`src/rtl/sit_pkg.sv`:
```
// ----------------------------------------------------------------------------
// sit_pkg
// Shared types and constants of the segment intersection test pipeline.
// ----------------------------------------------------------------------------
package sit_pkg;

  localparam int PAR_BITS    = 34;
  localparam int QUOT_BITS   = 33;
  localparam int TOL_BITS    = 51;
  localparam int MARGIN_BITS = 21;

  localparam logic [MARGIN_BITS-1:0] MARGIN_RESET = 21'd107;

  localparam logic REG_TOL    = 1'b0;
  localparam logic REG_MARGIN = 1'b1;

  localparam logic [1:0] KIND_NORMAL    = 2'd0;
  localparam logic [1:0] KIND_PARALLEL  = 2'd1;
  localparam logic [1:0] KIND_COLLINEAR = 2'd2;
  localparam logic [1:0] KIND_ZERO_LEN  = 2'd3;

  typedef struct packed {
    logic       valid;
    logic [1:0] kind;
    logic       neg_first;
    logic       neg_second;
  } sit_ctrl_t;

endpackage

```
`src/rtl/sit_back.sv`:
```
// ----------------------------------------------------------------------------
// sit_back
// Sign and saturation of the quotients, range checks and result register.
// ----------------------------------------------------------------------------
module sit_back #(
  parameter int F = 30
) (
  input  logic                              clk,
  input  logic                              rst,
  input  logic                              adv,
  input  sit_pkg::sit_ctrl_t                ctrl,
  input  logic [sit_pkg::QUOT_BITS-1:0]     q_first,
  input  logic [sit_pkg::QUOT_BITS-1:0]     q_second,
  input  logic                              sat_first,
  input  logic                              sat_second,
  input  logic [sit_pkg::MARGIN_BITS-1:0]   margin,
  output logic                              valid,
  output logic                              hit,
  output logic signed [sit_pkg::PAR_BITS-1:0] param_first,
  output logic signed [sit_pkg::PAR_BITS-1:0] param_second
);
  import sit_pkg::*;

  localparam int XW = PAR_BITS + 2;
  localparam logic [PAR_BITS-1:0] LIMIT = PAR_BITS'(1) << (PAR_BITS-1);
  localparam logic [PAR_BITS-1:0] Q_ONE = PAR_BITS'(1) << F;

  function automatic logic signed [PAR_BITS-1:0] fix_q(
    input logic [QUOT_BITS-1:0] q, input logic sat, input logic neg);
    logic [PAR_BITS-1:0] m;
    m = sat ? LIMIT : {1'b0, q};
    if (neg) begin
      fix_q = $signed(-m);
    end else if (sat) begin
      fix_q = $signed(LIMIT - PAR_BITS'(1));
    end else begin
      fix_q = $signed(m);
    end
  endfunction

  function automatic logic in_rng(
    input logic signed [PAR_BITS-1:0] q, input logic [MARGIN_BITS-1:0] mg);
    logic signed [XW-1:0] qe, lo, hi;
    qe = XW'(q);
    lo = -$signed(XW'(mg));
    hi = $signed(XW'(Q_ONE)) + $signed(XW'(mg));
    in_rng = (qe >= lo) && (qe <= hi);
  endfunction

  logic signed [PAR_BITS-1:0] v1, v2, pf_next, ps_next;
  logic in1, in2, hit_next;

  always_comb begin
    v1  = fix_q(q_first, sat_first, ctrl.neg_first);
    v2  = fix_q(q_second, sat_second, ctrl.neg_second);
    in1 = in_rng(v1, margin);
    in2 = in_rng(v2, margin);
    case (ctrl.kind)
      KIND_NORMAL: begin
        pf_next  = v1;
        ps_next  = in1 ? v2 : '0;
        hit_next = in1 && in2;
      end
      KIND_COLLINEAR: begin
        pf_next  = in2 ? v2 : v1;
        ps_next  = in2 ? $signed(Q_ONE) : '0;
        hit_next = in1 ^ in2;
      end
      default: begin
        pf_next  = '0;
        ps_next  = '0;
        hit_next = 1'b0;
      end
    endcase
  end

  always_ff @(posedge clk) begin
    if (rst) begin
      valid <= 1'b0;
    end else if (adv) begin
      valid <= ctrl.valid;
    end
  end

  always_ff @(posedge clk) begin
    if (adv) begin
      hit          <= hit_next;
      param_first  <= pf_next;
      param_second <= ps_next;
    end
  end

endmodule

```
`config.mk`:
```
export PLATFORM = sky130hd
export DESIGN_NAME = sit_back
export DESIGN_NICKNAME = d
export VERILOG_FILES = /design/src/rtl/sit_pkg.sv /design/src/rtl/sit_back.sv
export SDC_FILE = /design/constraint.sdc
export NUM_CORES = 1
export LEC_CHECK = 0
export ABC_AREA = 1
export BUFFER_PORTS_ARGS = -buffer_cell sky130_fd_sc_hd__buf_4
export CAP_MARGIN = 20
export CORE_MARGIN = 4
export CORE_UTILIZATION = 58
export CTS_CLUSTER_DIAMETER = 80
export DETAILED_ROUTE_END_ITERATION = 10
export PLACE_DENSITY = 0.83
export SLEW_MARGIN = 20
export SYNTH_ARGS = -nofsm -noshare
export SYNTH_HDL_FRONTEND = slang
export SYNTH_SLANG_ARGS = --single-unit
```
`constraint.sdc`:
```
create_clock -name clk -period 5.3 [get_ports clk]
set_input_delay 0.265 -clock clk [delete_from_list [all_inputs] [get_ports clk]]
set_output_delay 0.265 -clock clk [all_outputs]
set_load 0.03 [all_outputs]
```
==> flow_metrics.env <==
export IMPL_status="finished clean"
export IMPL_cts_htree_levels=3
export IMPL_first_pass_iters=5
export IMPL_antenna_found_initial=0
export IMPL_min_period_ns=4.63
export IMPL_antenna_cells=0
export IMPL_std_cell_rows=45
export IMPL_setup_viol=0
export IMPL_fin_nets=1742
export IMPL_critPathKind="in2reg"
export IMPL_yosysSeqAreaShare=0.234
export IMPL_cts_setup_buffers=0
export IMPL_fmax_mhz=216
export IMPL_top_usage_layer="met2"
export IMPL_gp_congestion=0.987
export IMPL_crit_fanout=45
export IMPL_tns_ns=0
export IMPL_startpoint_type="input pin"
export IMPL_grt_max_degree=71
export IMPL_synth_area_leaders="edfxtp_1, ha_1, nand2_1"
export IMPL_cp_arrival_ns=4.73
export IMPL_synth_distinct_cells=42
export IMPL_netSwitchingFraction=0.396
export IMPL_drc=0
export IMPL_synth_warning_count=0
export IMPL_p_clk_frac=0.261
export IMPL_cts_resized_gates=0
export IMPL_synthArstFlopShare=0
export IMPL_synth_edf_count=69
export IMPL_synthFlopType="edfxtp_1"
export IMPL_clk_pin_slew_ns=0.06
export IMPL_die_y_um=132
export IMPL_cpMostUsedCell="nand2_1"
export IMPL_totalWireLength_mm=29.2
export IMPL_max_slew_margin_rel=0.368
export IMPL_design_area_mm2=0.0107
export IMPL_grt_use_met1=0.407
export IMPL_grt_pass1_vias=9082
export IMPL_switching_power_mw=0.847
export IMPL_power_frac_seq=0.318
export IMPL_rsz0062_at_grt="false"
export IMPL_crit_slowest_cell="inv_2"
export IMPL_drt_vias_per_instance=5.82
export IMPL_hold_viol=0
export IMPL_pwr_share_comb=0.421
export IMPL_dpl_hpwl_mm=23.7
export IMPL_track_usage=0.322
export IMPL_hold_class="in2reg"
export IMPL_syn_mean_instance_area_um2=6.54
export IMPL_grt_use_met2=0.557
export IMPL_fillers=1358
export IMPL_port_buffers=166
export IMPL_p_leak_nw=5.66
export IMPL_yosys_register_bits=70
export IMPL_worst_pin_slew_ns=0.947
export IMPL_yosys_area_top_type_share=0.232
export IMPL_grt_pass1_wl_mm=45.2
export IMPL_drtIter0Drc=988
export IMPL_instances_no_fill=1722
export IMPL_synth_commonest_cells="nand2_1, inv_1, nand3_1, ha_1, o21ai_0"
export IMPL_gr_total_overflow=0
export IMPL_drv_cap=0
export IMPL_dr_total_vias=10000
export IMPL_die_width_um=132
export IMPL_ctsRootBufferMaster="clkbuf_16"
export IMPL_dpl_cell_count=1707
export IMPL_maxSlewViolCount=0
export IMPL_met3_usage=0.0424
export IMPL_area_growth_syn_to_layout_pct=19.4
export IMPL_fin_util=0.705
export IMPL_fp_coreArea_mm2=0.0151
export IMPL_syn_cell_area_mm2=0.00894
export IMPL_fin_worst_skew_ns=0
export IMPL_ios=167
export IMPL_fin_crit_sh=0.874
export IMPL_ant_nets=0
export IMPL_placed_area_mm2=0.0104
export IMPL_drive_gt1_frac=0.164
export IMPL_cts_tree="built"
export IMPL_synth_nets=1580
export IMPL_post_drt_wl_per_cell_um=16.9
export IMPL_netlist_instances=1368
export IMPL_clock_path_buffers=2
export IMPL_clock_sinks=70
export IMPL_cts_buffers=9
export IMPL_end_kind="register"
export IMPL_synth_area_leader_cell="edfxtp_1"
export IMPL_clk_latency_ns=0.35
export IMPL_vdd_drop_max_uv=220
export IMPL_die_area_mm2=0.0175
export IMPL_p_int_mw=1.29
export IMPL_whs_ns=0.0738
export IMPL_pwr_density_cell_mw_per_mm2=200
export IMPL_cpPeakStageDelay_ns=0.50
export IMPL_synth_most_common_cell="nand2_1"
export IMPL_worstPathRequired_ns=5.40
export IMPL_initial_core_util=0.590
export IMPL_holdBufCountCts=0
-- cells in the final DEF, fill, tap and decap left out, drive strengths merged, types with 6 or more instances in the layout --
cell / synthesis / layout
nand2: 375 / 375
nor4: 6 / 6
o21ai: 125 / 125
xor2: 15 / 15
nand4: 39 / 39
o21a: 10 / 10
a21oi: 61 / 61
clkbuf: 19 / 11
nor2: 119 / 119
edfxtp: 69 / 69
nand3: 154 / 154
nor3: 26 / 26
buf: 20 / 190
inv: 186 / 186
ha: 115 / 115
-- critical path: cells and delay by family --
kind / cells / cell delay, ns
adders and majority gates: 2 / 0.56
AOI/OAI and AO/OA: 3 / 0.50
buffers and inverters: 4 / 1.11
and+or+nand+nor: 20 / 2.30
-- sequential cells by signal, indices dropped and copies added (netlist names) --
name and flops:
param_second 34, param_first 34, hit 1, valid 1
-- final timing paths --
path | start | end | slack [ns] | cells past startpoint
min reg2reg | valid$_SDFFE_PP0P_ | valid$_SDFFE_PP0P_ | 0.54 | 2
max reg2reg | valid$_SDFFE_PP0P_ | valid$_SDFFE_PP0P_ | 4.69 | 2
min | rst | valid$_SDFFE_PP0P_ | 0.07 | 2
max | sat_second | param_first[30]$_DFFE_PP_ | 0.67 | 29
-- area by class of cell --
type,instances,area [um2],area share
well taps,188,235,0.0220
clock inverters,4,25.0,0.00234
repair buffers,190,1440,0.135
flip-flops and latches,70,2090,0.196
inverters,187,702,0.0657
multi-input cells,1072,5960,0.558
clock buffers,11,233,0.0218
-- power by group through the flow --
stage | clock network (mW) | logic [mW] | registers (mW)
after floorplan | 0 | 0.477 | 0.779
after global placement | 0 | 0.862 | 0.690
after detailed placement | 0 | 0.883 | 0.691
after CTS | 0.562 | 0.888 | 0.680
after global routing | 0.582 | 0.993 | 0.683
final | 0.559 | 0.900 | 0.680
-- per-layer routing --
layer,share of wire,vias up
met5,0,-
met4,0.037,0
met3,0.079,79
met2,0.49,477
met1,0.40,4520
li1,-,4943
-- cell families (layout without fill, tap and decap cells) --
family / Yosys count / after routing / share of synthesized area
and+or+nand+nor: 730 / 730 / 0.360
muxes: 1 / 1 / 0.00112
AOI/OAI and AO/OA: 211 / 211 / 0.126
adders and majority gates: 115 / 115 / 0.161
DFF: 70 / 70 / 0.234
xor gates and xnor gates: 15 / 15 / 0.0147
buffers and inverters: 226 / 392 / 0.103
-- per-stage QoR --
step / worst slack, ns / power [mW]
after floorplan: 1.21 / 1.26
after global placement: 0.535 / 1.55
after detailed placement: 0.411 / 1.57
final: 0.666 / 2.14
after CTS: 0.738 / 2.13
after global routing: 0.210 / 2.26
Power figures use the tool's default switching activity.
